<file path="config.mk">
export PLATFORM = sky130hd
export DESIGN_NAME = rtp_h264_seq_rewrite_param_inject
export DESIGN_NICKNAME = d
export VERILOG_FILES = /design/src/design/rtpsri_pkg.sv /design/src/design/rtpsri_ram.sv /design/src/design/rtp_h264_seq_rewrite_param_inject.sv
export SDC_FILE = /design/constraint.sdc
export NUM_CORES = 1
export LEC_CHECK = 0
export ABC_CLOCK_PERIOD_IN_PS = 5740
export BUFFER_PORTS_ARGS = -buffer_cell sky130_fd_sc_hd__clkbuf_2
export CAP_MARGIN = 20
export CORE_MARGIN = 5
export CORE_UTILIZATION = 25
export DETAILED_ROUTE_END_ITERATION = 8
export PLACE_DENSITY = 0.48
export SETUP_SLACK_MARGIN = 0.15
export SLEW_MARGIN = 20
export SYNTH_ARGS = -nofsm -noshare
export SYNTH_HDL_FRONTEND = slang
export SYNTH_SLANG_ARGS = --single-unit
</file>
<file path="constraint.sdc">
create_clock -name clock -period 5.74 [get_ports clock]
set_input_delay 1.148 -clock clock [delete_from_list [all_inputs] [get_ports clock]]
set_output_delay 1.148 -clock clock [all_outputs]
set_load 0.02 [all_outputs]
</file>
<file path="src/design/rtpsri_pkg.sv">
`default_nettype none

package rtpsri_pkg;

   typedef logic [1:0]  mode_type;
   typedef logic [1:0]  csr_index_type;
   typedef logic [16:0] seq_cnt_type;

   localparam mode_type MODE_HDR = 2'd0;
   localparam mode_type MODE_SPS = 2'd1;
   localparam mode_type MODE_PPS = 2'd2;

   localparam csr_index_type CSR_SPS_LEN = 2'd0;
   localparam csr_index_type CSR_PPS_LEN = 2'd1;
   localparam csr_index_type CSR_PT      = 2'd2;

   localparam logic [6:0]  PT_RESET   = 7'd102;
   localparam seq_cnt_type SEQ_MOD    = 17'h1FFFF;
   // 2^32 mod (2^17 - 1): folds a 32-bit negative wrap back into the counter range
   localparam seq_cnt_type SEQ_WRAP   = 17'd32768;

   localparam logic [4:0] NAL_FU_A    = 5'd28;
   localparam logic [4:0] NAL_IDR     = 5'd5;
   localparam logic [7:0] STAP_A_HDR  = 8'h38;

   localparam int RTP_HDR_BYTES    = 12;
   localparam int STAP_FIXED_BYTES = 17;

endpackage

`default_nettype wire

</file>
<file path="src/design/rtpsri_ram.sv">
`default_nettype none

module rtpsri_ram #(
   parameter int WIDTH  = 8,
   parameter int DEPTH  = 24,
   parameter int ADDR_W = (DEPTH > 1) ? $clog2(DEPTH) : 1
) (
   input  wire logic              clock,
   input  wire logic              wr_en,
   input  wire logic [ADDR_W-1:0] wr_addr,
   input  wire logic [WIDTH-1:0]  wr_data,
   input  wire logic [ADDR_W-1:0] rd_addr,
   output logic      [WIDTH-1:0]  rd_data
);

   logic [WIDTH-1:0] mem_ff [DEPTH];
   logic [WIDTH-1:0] rd_data_ff;

   always_ff @(posedge clock) begin
      if (wr_en) begin
         mem_ff[wr_addr] <= wr_data;
      end
      rd_data_ff <= mem_ff[rd_addr];
   end

   assign rd_data = rd_data_ff;

endmodule

`default_nettype wire

</file>
<file path="src/design/rtp_h264_seq_rewrite_param_inject.sv">
// Load requests (SPS/PPS bytes) and ignored modes complete in the cycle they are accepted.
// Header request: S_MOD updates the counter, then S_HDR registers the result; the next
// request is taken back in S_IDLE. With injection, S_INJ sends one aggregation byte per cycle
// while the output is not stalled (17 + sps + pps bytes, 57 max at default sizes) ahead
// of the header result; table bytes come from each parameter-set RAM's single read port, prefetched.
// Reset (sync) clears control, counter, prev sequence, SPS/PPS lengths; PT to 102; tables unknown.
`default_nettype none

module rtp_h264_seq_rewrite_param_inject #(
   parameter int MAX_SPS_BYTES = 24,
   parameter int MAX_PPS_BYTES = 16
) (
   input  wire logic        clock,
   input  wire logic        reset,

   input  wire logic        csr_wr_en,
   input  wire logic [1:0]  csr_index,
   input  wire logic [6:0]  csr_wdata,

   input  wire logic        req_valid,
   output logic             req_ready,
   input  wire logic [1:0]  req_mode,
   input  wire logic [4:0]  req_load_index,
   input  wire logic [7:0]  req_load_byte,
   input  wire logic [7:0]  req_hdr_byte0,
   input  wire logic [7:0]  req_hdr_byte1,
   input  wire logic [15:0] req_in_seq,
   input  wire logic [31:0] req_rtp_timestamp,
   input  wire logic [31:0] req_ssrc_id,
   input  wire logic [7:0]  req_fu_indicator,
   input  wire logic [7:0]  req_fu_header,

   output logic             rsp_valid,
   input  wire logic        rsp_ready,
   output logic             rsp_kind,
   output logic [7:0]       rsp_out_byte1,
   output logic [15:0]      rsp_out_seq,
   output logic [7:0]       rsp_inject_byte,
   output logic [5:0]       rsp_inject_len,
   output logic             rsp_last_of_run
);

   localparam int PKT_MAX = rtpsri_pkg::STAP_FIXED_BYTES + MAX_SPS_BYTES + MAX_PPS_BYTES;
   localparam int CNT_W   = $clog2(PKT_MAX + 1);
   localparam int SPS_AW  = (MAX_SPS_BYTES > 1) ? $clog2(MAX_SPS_BYTES) : 1;
   localparam int PPS_AW  = (MAX_PPS_BYTES > 1) ? $clog2(MAX_PPS_BYTES) : 1;

   localparam logic [CNT_W-1:0] POS_STAP    = CNT_W'(rtpsri_pkg::RTP_HDR_BYTES);
   localparam logic [CNT_W-1:0] POS_SPS_HI  = CNT_W'(rtpsri_pkg::RTP_HDR_BYTES + 1);
   localparam logic [CNT_W-1:0] POS_SPS_LEN = CNT_W'(rtpsri_pkg::RTP_HDR_BYTES + 2);
   localparam logic [CNT_W-1:0] POS_SPS     = CNT_W'(rtpsri_pkg::RTP_HDR_BYTES + 3);
   localparam logic [CNT_W-1:0] POS_PPS     = CNT_W'(rtpsri_pkg::RTP_HDR_BYTES + 5);

   localparam logic [1:0] S_IDLE = 2'd0;
   localparam logic [1:0] S_MOD  = 2'd1;
   localparam logic [1:0] S_INJ  = 2'd2;
   localparam logic [1:0] S_HDR  = 2'd3;

   logic [1:0]              state_ff, state_in;
   rtpsri_pkg::seq_cnt_type counter_ff, counter_in;
   logic [15:0]             prev_seq_ff, prev_seq_in;
   logic [18:0]             sum_ff, sum_in;
   logic                    inj_ff, inj_in;
   logic [CNT_W-1:0]        pos_ff, pos_in;
   logic [CNT_W-1:0]        len_ff, len_in;
   logic [4:0]              ns_ff, ns_in;
   logic [4:0]              np_ff, np_in;

   logic [4:0]              sps_len_ff;
   logic [4:0]              pps_len_ff;
   logic [6:0]              pt_ff;

   logic [7:0]              b0_ff;
   logic [7:0]              nb1_ff;
   logic [31:0]             ts_ff;
   logic [31:0]             ss_ff;

   logic                    rsp_valid_ff, rsp_valid_in;
   logic                    rsp_load;
   logic                    rsp_kind_ff, rsp_kind_in;
   logic [7:0]              rsp_out_byte1_ff, rsp_out_byte1_in;
   logic [15:0]             rsp_out_seq_ff, rsp_out_seq_in;
   logic [7:0]              rsp_inject_byte_ff, rsp_inject_byte_in;
   logic [5:0]              rsp_inject_len_ff, rsp_inject_len_in;
   logic                    rsp_last_ff, rsp_last_in;

   logic                    req_accept;
   logic                    hdr_accept;
   logic                    out_free;
   logic [15:0]             prev_eff;
   logic [18:0]             wrap_sum;
   rtpsri_pkg::seq_cnt_type counter_red;
   logic [7:0]              hdr_bytes [12];
   logic [7:0]              inj_byte;
   logic [CNT_W-1:0]        sps_end;

   logic                    sps_wr_en;
   logic                    pps_wr_en;
   logic [SPS_AW-1:0]       sps_rd_addr;
   logic [PPS_AW-1:0]       pps_rd_addr;
   logic [7:0]              sps_rd_data;
   logic [7:0]              pps_rd_data;

   assign req_ready  = (state_ff == S_IDLE);
   assign req_accept = req_valid && req_ready;
   assign hdr_accept = req_accept && (req_mode == rtpsri_pkg::MODE_HDR);
   assign out_free   = !rsp_valid_ff || rsp_ready;

   assign sps_wr_en = req_accept && (req_mode == rtpsri_pkg::MODE_SPS)
                      && (int'(req_load_index) < MAX_SPS_BYTES);
   assign pps_wr_en = req_accept && (req_mode == rtpsri_pkg::MODE_PPS)
                      && (int'(req_load_index) < MAX_PPS_BYTES);

   // read address follows next position so data lines up with pos_ff
   assign sps_rd_addr = SPS_AW'(pos_in - POS_SPS);
   assign pps_rd_addr = PPS_AW'(pos_in - POS_PPS - CNT_W'(ns_ff));

   rtpsri_ram #(.WIDTH(8), .DEPTH(MAX_SPS_BYTES)) u_sps_ram (
      .clock   (clock),
      .wr_en   (sps_wr_en),
      .wr_addr (req_load_index[SPS_AW-1:0]),
      .wr_data (req_load_byte),
      .rd_addr (sps_rd_addr),
      .rd_data (sps_rd_data)
   );

   rtpsri_ram #(.WIDTH(8), .DEPTH(MAX_PPS_BYTES)) u_pps_ram (
      .clock   (clock),
      .wr_en   (pps_wr_en),
      .wr_addr (req_load_index[PPS_AW-1:0]),
      .wr_data (req_load_byte),
      .rd_addr (pps_rd_addr),
      .rd_data (pps_rd_data)
   );

   // sequence step, reduced modulo 2^17 - 1 with 32-bit wrap semantics
   assign prev_eff = (prev_seq_ff == 16'd0) ? req_in_seq : prev_seq_ff;
   assign wrap_sum = sum_ff + 19'(rtpsri_pkg::SEQ_WRAP);

   always_comb begin
      if (sum_ff[18]) begin
         counter_red = wrap_sum[18] ? 17'(wrap_sum + 19'(rtpsri_pkg::SEQ_MOD))
                                    : wrap_sum[16:0];
      end else begin
         counter_red = (sum_ff >= 19'(rtpsri_pkg::SEQ_MOD))
                       ? 17'(sum_ff - 19'(rtpsri_pkg::SEQ_MOD)) : sum_ff[16:0];
      end
   end

   assign hdr_bytes[0]  = b0_ff;
   assign hdr_bytes[1]  = nb1_ff;
   assign hdr_bytes[2]  = counter_ff[15:8];
   assign hdr_bytes[3]  = counter_ff[7:0];
   assign hdr_bytes[4]  = ts_ff[31:24];
   assign hdr_bytes[5]  = ts_ff[23:16];
   assign hdr_bytes[6]  = ts_ff[15:8];
   assign hdr_bytes[7]  = ts_ff[7:0];
   assign hdr_bytes[8]  = ss_ff[31:24];
   assign hdr_bytes[9]  = ss_ff[23:16];
   assign hdr_bytes[10] = ss_ff[15:8];
   assign hdr_bytes[11] = ss_ff[7:0];

   assign sps_end = POS_SPS + CNT_W'(ns_ff);

   always_comb begin
      priority if (pos_ff < POS_STAP) begin
         inj_byte = hdr_bytes[pos_ff[3:0]];
      end else if (pos_ff == POS_STAP) begin
         inj_byte = rtpsri_pkg::STAP_A_HDR;
      end else if (pos_ff == POS_SPS_HI) begin
         inj_byte = 8'd0;
      end else if (pos_ff == POS_SPS_LEN) begin
         inj_byte = 8'(ns_ff);
      end else if (pos_ff < sps_end) begin
         inj_byte = sps_rd_data;
      end else if (pos_ff == sps_end) begin
         inj_byte = 8'd0;
      end else if (pos_ff == sps_end + CNT_W'(1)) begin
         inj_byte = 8'(np_ff);
      end else begin
         inj_byte = pps_rd_data;
      end
   end

   always_comb begin
      state_in           = state_ff;
      counter_in         = counter_ff;
      prev_seq_in        = prev_seq_ff;
      sum_in             = sum_ff;
      inj_in             = inj_ff;
      pos_in             = pos_ff;
      len_in             = len_ff;
      ns_in              = ns_ff;
      np_in              = np_ff;
      rsp_valid_in       = rsp_valid_ff && !rsp_ready;
      rsp_load           = 1'b0;
      rsp_kind_in        = 1'b0;
      rsp_out_byte1_in   = 8'd0;
      rsp_out_seq_in     = 16'd0;
      rsp_inject_byte_in = 8'd0;
      rsp_inject_len_in  = 6'd0;
      rsp_last_in        = 1'b0;
      unique case (state_ff)
         S_IDLE: begin
            if (hdr_accept) begin
               sum_in      = 19'(counter_ff) + 19'(req_in_seq) - 19'(prev_eff);
               prev_seq_in = req_in_seq;
               inj_in      = (req_fu_indicator[4:0] == rtpsri_pkg::NAL_FU_A)
                             && (req_fu_header[4:0] == rtpsri_pkg::NAL_IDR)
                             && req_fu_header[7];
               ns_in       = (int'(sps_len_ff) > MAX_SPS_BYTES) ? 5'(MAX_SPS_BYTES)
                                                                : sps_len_ff;
               np_in       = (int'(pps_len_ff) > MAX_PPS_BYTES) ? 5'(MAX_PPS_BYTES)
                                                                : pps_len_ff;
               len_in      = CNT_W'(rtpsri_pkg::STAP_FIXED_BYTES) + CNT_W'(ns_in)
                             + CNT_W'(np_in);
               state_in    = S_MOD;
            end
         end
         S_MOD: begin
            counter_in = counter_red;
            pos_in     = '0;
            state_in   = inj_ff ? S_INJ : S_HDR;
         end
         S_INJ: begin
            if (out_free) begin
               rsp_valid_in       = 1'b1;
               rsp_load           = 1'b1;
               rsp_kind_in        = 1'b1;
               rsp_inject_byte_in = inj_byte;
               rsp_inject_len_in  = 6'(len_ff);
               pos_in             = pos_ff + CNT_W'(1);
               if (pos_ff == len_ff - CNT_W'(1)) begin
                  counter_in = counter_ff + 17'd1;
                  state_in   = S_HDR;
               end
            end
         end
         S_HDR: begin
            if (out_free) begin
               rsp_valid_in      = 1'b1;
               rsp_load          = 1'b1;
               rsp_out_byte1_in  = nb1_ff;
               rsp_out_seq_in    = counter_ff[15:0];
               rsp_inject_len_in = inj_ff ? 6'(len_ff) : 6'd0;
               rsp_last_in       = 1'b1;
               state_in          = S_IDLE;
            end
         end
         default: begin
            state_in = S_IDLE;
         end
      endcase
   end

   always_ff @(posedge clock) begin
      if (reset) begin
         state_ff     <= S_IDLE;
         counter_ff   <= '0;
         prev_seq_ff  <= '0;
         rsp_valid_ff <= 1'b0;
         sps_len_ff   <= '0;
         pps_len_ff   <= '0;
         pt_ff        <= rtpsri_pkg::PT_RESET;
      end else begin
         state_ff     <= state_in;
         counter_ff   <= counter_in;
         prev_seq_ff  <= prev_seq_in;
         rsp_valid_ff <= rsp_valid_in;
         if (csr_wr_en) begin
            unique case (csr_index)
               rtpsri_pkg::CSR_SPS_LEN: sps_len_ff <= csr_wdata[4:0];
               rtpsri_pkg::CSR_PPS_LEN: pps_len_ff <= csr_wdata[4:0];
               rtpsri_pkg::CSR_PT:      pt_ff      <= csr_wdata;
               default: begin
               end
            endcase
         end
      end
   end

   always_ff @(posedge clock) begin
      sum_ff <= sum_in;
      inj_ff <= inj_in;
      pos_ff <= pos_in;
      len_ff <= len_in;
      ns_ff  <= ns_in;
      np_ff  <= np_in;
      if (hdr_accept) begin
         b0_ff  <= req_hdr_byte0;
         nb1_ff <= {req_hdr_byte1[7], pt_ff};
         ts_ff  <= req_rtp_timestamp;
         ss_ff  <= req_ssrc_id;
      end
      if (rsp_load) begin
         rsp_kind_ff        <= rsp_kind_in;
         rsp_out_byte1_ff   <= rsp_out_byte1_in;
         rsp_out_seq_ff     <= rsp_out_seq_in;
         rsp_inject_byte_ff <= rsp_inject_byte_in;
         rsp_inject_len_ff  <= rsp_inject_len_in;
         rsp_last_ff        <= rsp_last_in;
      end
   end

   assign rsp_valid       = rsp_valid_ff;
   assign rsp_kind        = rsp_kind_ff;
   assign rsp_out_byte1   = rsp_out_byte1_ff;
   assign rsp_out_seq     = rsp_out_seq_ff;
   assign rsp_inject_byte = rsp_inject_byte_ff;
   assign rsp_inject_len  = rsp_inject_len_ff;
   assign rsp_last_of_run = rsp_last_ff;

endmodule

`default_nettype wire

</file>
==> flow_summary_export.csv, run 1 <==
group,metric,value,unit
outcome,outcome,"completed",
cells_and_area,drive_gt1_frac,0.226,
cts,cts_tree,"done",
critical_path,path_buf_inv,0,
cts,clockBufferDepth,3,
sta,rsz0062_at_grt,"false",
global_routing,first_global_vias,14920,
sta,min_period,4.47,ns
cts,clk_latency,0.65,ns
critical_path,startpoint_type,"flip-flop",
cells_and_area,stdcell_count,3139,
drt,post_drt_wl_per_cell,20.8,µm
sta,period_share,0.778,
sta,hold_violations,0,
sta,slew_viol_final,0,
cts,h-tree-depth,2,
drt,vias,14628,
cts,cts_setup_buffers,0,
global_routing,grt_overflow_total,0,
die,pin_count,183,
global_routing,grt_start_max_net_pins,81,
global_routing,grt_use_total,0.122,
die,dieArea,104000,µm²
min_path,hold_path_class,"reg -> reg",
cells_and_area,layout_common_cells,"edfxtp_1, clkbuf_2, nand2_1, mux4_2, nor2_1",
pwr,internal_power,8.28,mW
synth,synth_edf_count,477,
drt,ant_nets,0,
cells_and_area,area.growth.synth_to_final,17.4,%
synth,yosys.area.top_type,"edfxtp_1",
drt,initialDrtViolationCount,1144,
synth,synth_area_leaders,"edfxtp_1, mux4_2, dfxtp_1, ha_1, a21oi_1",
cts,cts.clk_slew.worst_paths,0.06,ns
die,rows,114,
die,core-area,96900,µm²
critical_path,cp-end-kind,"flip-flop",
pwr,power_frac_comb,0.278,
pwr,p_sw_frac,0.318,
synth,synth_top_cell_area_share,0.586,
pwr,p_per_area,423,nW/µm²
critical_path,cpLargestDelayFamily,"simple AND/OR/NAND/NOR gates",
drt,viasPerCell,4.66,
synth,yosysSeqAreaShare,0.646,
critical_path,crit_fanout,16,
synth,synth-seq-cells,551,
synth,syn-num-nets,1846,
pwr,power.total,12.1,mW
cts,cts_buffers,59,
drt,wl,65.1,mm
placed_design,portBuffers,170,
global_routing,antenna_found_initial,2,
cts,hold_buffers,0,
cells_and_area,layout.nets,2025,
pwr,peakVddDrop,0.000232,V
cts,ctsResizeCount,0,
cts,cts_sinks,551,
placed_design,place_congestion,0.791,
placed_design,post-place-cells,3029,
pwr,power.switching,3.86,mW
sta,fmax,0.224,GHz
run,maxCapViolations,0,
drt,dr.pass1.iters,5,
synth,yosys_warnings,0,
critical_path,r2r_setup_slack,1.27,ns
synth,synth.distinct_cells,80,
die,die_x,323,µm
pwr,clock_power_share,0.303,
critical_path,crit_chain,"nor4_1, and4_1, a21oi_1, fa_1, fa_1, a21o_1, a21o_1, a21oi_1, o41ai_1, nor4_1, o21bai_1, a211oi_1",
synth,synth_cells,1635,
drt,drcViolationCount,0,
critical_path,worst-endpoint-arrival,4.94,ns
cells_and_area,final_util,0.297,
cells_and_area,final_common_cell,"edfxtp_1",
sta,setup_viol,0,
critical_path,cp_slowest_stage_delay,0.62,ns
placed_design,dp_hpwl,45.3,mm
sta,tightest_slew,0.973,ns
die,start_util,0.253,
die,chipHeight,323,µm
global_routing,grt_pass1_wl,97.2,mm
critical_path,cp.required,6.21,ns
pwr,power_leakage,9.73,nW
sta,finalSetupTns,0,ns
cells_and_area,design_area,28700,µm²
synth,ys.flop_type,"edfxtp_1",
synth,synthArstFlopShare,0,
critical_path,crit_path_top_delay_cell,"and4_1",
cts,root_buffer,"clkbuf_16",
critical_path,criticalPathCategory,"reg -> reg",
synth,syn_area_per_cell,15.0,µm²
synth,syn_area,24500,µm²
sta,relSlewSlack,0.352,
sta,fin_skew,0.0426,ns
placed_design,dpl_cell_area,26800,µm²
pwr,seq_power_share,0.418,
routing by layer:
metal,global-route usage,part of all wire,up-vias,wire [µm]
li1,-,-,6737,-
met4,0.0268,0.019,0,1230
met3,0.0206,0.048,82,3130
met1,0.168,0.45,7454,29100
met2,0.205,0.49,355,31700
met5,0,0,-,0
Yosys cell counts (17+ instances only):
library cell,number
nor2_1,92
a21oi_1,84
xnor2_1,27
dfxtp_1,74
o21ai_0,48
nor3_1,22
nor2b_1,25
fa_1,18
edfxtp_1,477
mux2i_1,34
clkbuf_1,54
xor2_1,32
nand2_1,111
mux4_2,104
o22ai_1,17
a211oi_1,32
nor4_1,17
and3_1,50
nand3_1,28
inv_1,43
ha_1,52
through the flow:
step                setup slack [ns]  hold slack (ns)
floorplan                       1.15            0.408
global placement                1.10            0.411
detailed placement              1.03            0.418
CTS                             1.25            0.434
global route                   0.849            0.442
finish                          1.27            0.433
final timing paths:
kind,from,end,cells after the start
worst max register to register,prev_seq_ff[10],sum_ff[18],12
worst min-delay path,pt_ff[2],nb1_ff[2],0
worst min register to register,pt_ff[2],nb1_ff[2],0
worst max-delay path,prev_seq_ff[10],sum_ff[18],12
power groups by stage:
stage                     logic (mW)  clock network (mW)  registers (mW)
after CTS                       3.44                3.80            5.10
after detailed placement        3.43                   0            5.18
after global routing            3.76                3.97            5.12
final                           3.38                3.68            5.08
after global placement          3.39                   0            5.18
after floorplan                 2.45                   0            5.04
cell families (layout without fill, tap and decap cells):
kind of cell | count (synthesis) | count (layout) | synth area share
mux | 146 | 146 | 0.113
buf+inv | 127 | 353 | 0.0216
compound gates | 263 | 263 | 0.0699
flops | 551 | 551 | 0.646
xor+xnor | 59 | 59 | 0.0211
fa+ha+maj | 70 | 70 | 0.0413
other cells | 0 | 2 | 0
simple gates | 419 | 419 | 0.0865
worst reg2reg max path: stages (launching register included):
cell,delay (ns)
dfxtp_1,0.32
nor4_1,0.40
and4_1,0.62
a21oi_1,0.18
fa_1,0.50
fa_1,0.48
a21o_1,0.17
a21o_1,0.19
a21oi_1,0.25
o41ai_1,0.20
nor4_1,0.56
o21bai_1,0.17
a211oi_1,0.26
sequential cells by signal, indices dropped and copies added, names as in the netlist, 2 cells and up:
register,flops
sum_ff,19
nb1_ff,8
b0_ff,8
pt_ff,7
u_sps_ram.rd_data,8
ns_ff,5
pps_len_ff,5
u_sps_ram.mem_ff,192
counter_ff,17
rsp_out_byte1,8
len_ff,6
ts_ff,32
prev_seq_ff,16
ss_ff,32
sps_len_ff,5
u_pps_ram.mem_ff,128
pos_ff,6
rsp_inject_len,6
u_pps_ram.rd_data,8
state_ff,2
np_ff,5
rsp_inject_byte,8
rsp_out_seq,16
layout make-up:
cell class	count	area, µm²
Timing Repair Buffer	198	1070
Antenna cell	2	5.00
Clock buffer	72	1580
Fill cell	9578	68100
Sequential cell	551	15800
Inverter	47	178
Clock inverter	36	314
Tap cell	1276	1600
Multi-Input combinational cell	957	8170
No activity file was read; power rests on OpenSTA's default activity.
==> inputs of run 2 (changes only) <==
--- a/config.mk
+++ b/config.mk
@@ -5,13 +5,14 @@
 export SDC_FILE = /design/constraint.sdc
 export NUM_CORES = 1
 export LEC_CHECK = 0
-export ABC_CLOCK_PERIOD_IN_PS = 5740
+export ABC_AREA = 1
+export ABC_CLOCK_PERIOD_IN_PS = 4000
 export BUFFER_PORTS_ARGS = -buffer_cell sky130_fd_sc_hd__clkbuf_2
 export CAP_MARGIN = 20
 export CORE_MARGIN = 5
 export CORE_UTILIZATION = 25
 export DETAILED_ROUTE_END_ITERATION = 8
-export PLACE_DENSITY = 0.48
+export PLACE_DENSITY = 0.49
 export SETUP_SLACK_MARGIN = 0.15
 export SLEW_MARGIN = 20
 export SYNTH_ARGS = -nofsm -noshare
==> constraint.sdc (replaced) <==
create_clock -name clock -period 4 [get_ports clock]
set_input_delay 0.8 -clock clock [delete_from_list [all_inputs] [get_ports clock]]
set_output_delay 0.8 -clock clock [all_outputs]
set_load 0.02 [all_outputs]
==> run 2 against run 1 <==
  * Clock skew down 0.023 ns
  * Critical path type unchanged
  * Worst setup slack worse by 0.75 ns
  * Highest routed layer is now met5
  * Count of clock-buffer cells in the layout up 10
  * Largest power group unchanged
  * Die area up 4.2%
  * Fmax up 28%
  * Global-route usage up 0.77 points
  * Power up 69%
  * Synthesized area up 4.3%
  * Synthesized cell count up 48%
  * Flip-flop and latch count unchanged
  * First-iteration DRC count up 16%
  * Design area up 5.5%
==> flow_summary_export.csv, run 2 <==
group,metric,value,unit
outcome,outcome,"completed",
synth,synth-seq-cells,551,
drt,dr.pass1.iters,7,
drt,initialDrtViolationCount,1330,
cts,cts_setup_buffers,0,
drt,wl,72.1,mm
critical_path,crit_path_top_delay_cell,"fa_1",
pwr,clock_power_share,0.294,
placed_design,place_congestion,0.849,
cells_and_area,final_common_cell,"edfxtp_1",
placed_design,dp_hpwl,49.0,mm
global_routing,globalRouteMet2Util,0.215,
run,maxCapViolations,0,
sta,min_period,3.48,ns
global_routing,grt_use_total,0.130,
synth,yosys.area.top_type,"edfxtp_1",
pwr,p_sw_frac,0.372,
sta,setup_viol,0,
cts,cts_buffers,66,
global_routing,grt_overflow_total,0,
pwr,power_frac_comb,0.351,
sta,hold_violations,0,
die,die_x,330,µm
pwr,seq_power_share,0.356,
synth,syn-num-nets,2634,
cells_and_area,layout_common_cells,"edfxtp_1, nor2_1, nand2_1, o21ai_0, inv_1",
die,chipHeight,330,µm
cts,clk_latency,0.61,ns
global_routing,antenna_found_initial,4,
drt,viasPerCell,4.50,
sta,rsz0062_at_grt,"false",
synth,yosysSeqAreaShare,0.619,
global_routing,grt.busiest_layer,"met2",
critical_path,cp_slowest_stage_delay,0.45,ns
sta,tightest_slew,1.05,ns
critical_path,reg2reg_from,"prev_seq_ff[15]",
cells_and_area,drive_gt1_frac,0.138,
synth,ys.flop_type,"edfxtp_1",
synth,synth_area_leaders,"edfxtp_1, dfxtp_1, nor2_1, nand2_1, o21ai_0",
global_routing,first_global_vias,17843,
global_routing,grt_pass1_wl,109,mm
synth,synth.most_common_cell,"edfxtp_1",
cells_and_area,area.sequential,15800,µm²
critical_path,cp-end-kind,"flip-flop",
synth,synth_edf_count,477,
critical_path,criticalPathCategory,"reg -> reg",
pwr,power_leakage,11.3,nW
die,start_util,0.251,
cts,cts_tree,"done",
critical_path,crit_end,"sum_ff[14]",
sta,period_share,0.870,
global_routing,grt_start_max_net_pins,148,
cts,hold_buffers,0,
die,rows,117,
drt,drcViolationCount,0,
critical_path,cp.required,4.35,ns
pwr,power.total,20.6,mW
critical_path,r2r_setup_slack,0.52,ns
synth,synth_top_cell_area_share,0.561,
drt,ant_nets,0,
sta,finalSetupTns,0,ns
synth,synthArstFlopShare,0,
cts,cts_sinks,551,
min_path,hold_path_class,"in -> reg",
synth,synth.distinct_cells,54,
cells_and_area,layout.nets,2819,
cells_and_area,design_area,30300,µm²
die,core-area,102000,µm²
synth,syn_area,25500,µm²
sta,slew_viol_final,0,
sta,relSlewSlack,0.297,
cells_and_area,regMostFlops,"u_sps_ram.mem_ff",
cts,h-tree-depth,3,
drt,vias,18136,
cells_and_area,fillCellCount,10675,
cells_and_area,final_util,0.298,
synth,ys_top_cells_by_count,"edfxtp_1, nor2_1, nand2_1",
die,pin_count,183,
sta,fin_skew,0.0193,ns
cells_and_area,largest_registers,"u_sps_ram.mem_ff x192, u_pps_ram.mem_ff x128",
cts,cts.clk_slew.worst_paths,0.06,ns
drt,post_drt_wl_per_cell,17.9,µm
synth,synth_cells,2423,
pwr,p_per_area,679,nW/µm²
critical_path,crit_fanout,10,
critical_path,crit_chain,"nor4_2, and2_1, nand2_1, buf_4, mux2i_1, fa_1, ha_1, a21oi_1, nand2_1, nand2_1, nand2_1, nand2_1, nand2_1, a21oi_1, o21ai_1, nand2_1, nand2_1, nand2_1, nand2_1",
global_routing,grt.met3_usage,0.0236,
critical_path,crit_start,"prev_seq_ff[15]",
placed_design,portBuffers,170,
critical_path,reg2regPathDepth,19,
pwr,internal_power,12.9,mW
critical_path,crit_top_cell,"nand2_1",
pwr,peakVddDrop,0.000491,V
global_routing,grtUsageMet1,0.176,
cells_and_area,largest_reg_flops,192,
critical_path,r2r-end,"sum_ff[14]",
synth,syn_area_per_cell,10.5,µm²
cts,clockBufferDepth,3,
cts,root_buffer,"clkbuf_16",
cells_and_area,multiInputGateArea,8460,µm²
placed_design,dpl_cell_area,28100,µm²
die,dieArea,109000,µm²
critical_path,worst-endpoint-arrival,3.83,ns
pwr,power.switching,7.65,mW
sta,fmax,0.287,GHz
critical_path,startpoint_type,"flip-flop",
synth,yosys_warnings,0,
cells_and_area,area.growth.synth_to_final,18.7,%
-- run 2: what timing repair did --
action                                 CTS  global route
endpoints found under the hold margin    0             0
gates resized for setup                  0             4
setup endpoints to repair                0             2
-- run 2: area by class of cell --
type	count	area share
Sequential cell	551	0.522
Multi-Input combinational cell	1554	0.279
Clock buffer	82	0.0582
Tap cell	1368	0.0565
Timing Repair Buffer	223	0.0437
Inverter	212	0.0263
Clock inverter	37	0.0142
Antenna cell	2	0.000165
-- run 2: power by group through the flow --
| stage | clock network [mW] | logic, mW | registers [mW] |
|---|---|---|---|
| 2_1_floorplan | 0 | 5.01 | 7.42 |
| 3_3_place_gp | 0 | 7.30 | 7.44 |
| 3_5_place_dp | 0 | 7.31 | 7.44 |
| 4_1_cts | 6.21 | 7.34 | 7.32 |
| 5_1_grt | 6.44 | 8.17 | 7.37 |
| 6_report | 6.04 | 7.21 | 7.31 |
-- run 2: critical path, delay by kind of cell (launching register included) --
| kind | cells | cell delay [ns] |
|---|---|---|
| AND/OR/NAND/NOR | 12 | 1.21 |
| AO/OA/AOI/OAI | 3 | 0.47 |
| buffers and inverters | 1 | 0.20 |
| adder cells (fa/ha/maj) | 2 | 0.83 |
| flip-flops | 1 | 0.33 |
| multiplexers | 1 | 0.21 |
-- run 2: cells by family after synthesis --
family	after synthesis	share of synthesized area
compound gates	471	0.109
xor+xnor	46	0.0170
mux	18	0.00745
fa+ha+maj	70	0.0396
simple gates	949	0.157
flops	551	0.619
buf+inv	318	0.0512
-- run 2: routing by layer --
| metal | up-vias | routed length [µm] |
|---|---|---|
| met2 | 391 | 33600 |
| met3 | 120 | 3630 |
| li1 | 8900 | - |
| met1 | 8721 | 33000 |
| met5 | - | 20 |
| met4 | 4 | 1920 |
-- run 2: how the worst min path moves through the flow --
stage,startpoint,end,slack [ns],depth (start not counted)
after global placement,pt_ff[1],nb1_ff[1],0.42,0
after detailed placement,pt_ff[2],nb1_ff[2],0.42,0
after CTS,req_rtp_timestamp[26],ts_ff[26],0.32,1
after global routing,req_rtp_timestamp[24],ts_ff[24],0.33,1
after floorplan,pt_ff[0],nb1_ff[0],0.41,0
final,req_ssrc_id[26],ss_ff[26],0.36,1
-- run 2: stage by stage --
step	setup WS, ns	hold slack (ns)	std cells
6_report	0.518	0.359	4029
5_1_grt	0.152	0.325	4027
4_1_cts	0.397	0.319	4027
3_5_place_dp	0.377	0.424	3908
3_3_place_gp	0.380	0.420	3908
2_1_floorplan	0.304	0.409	2423
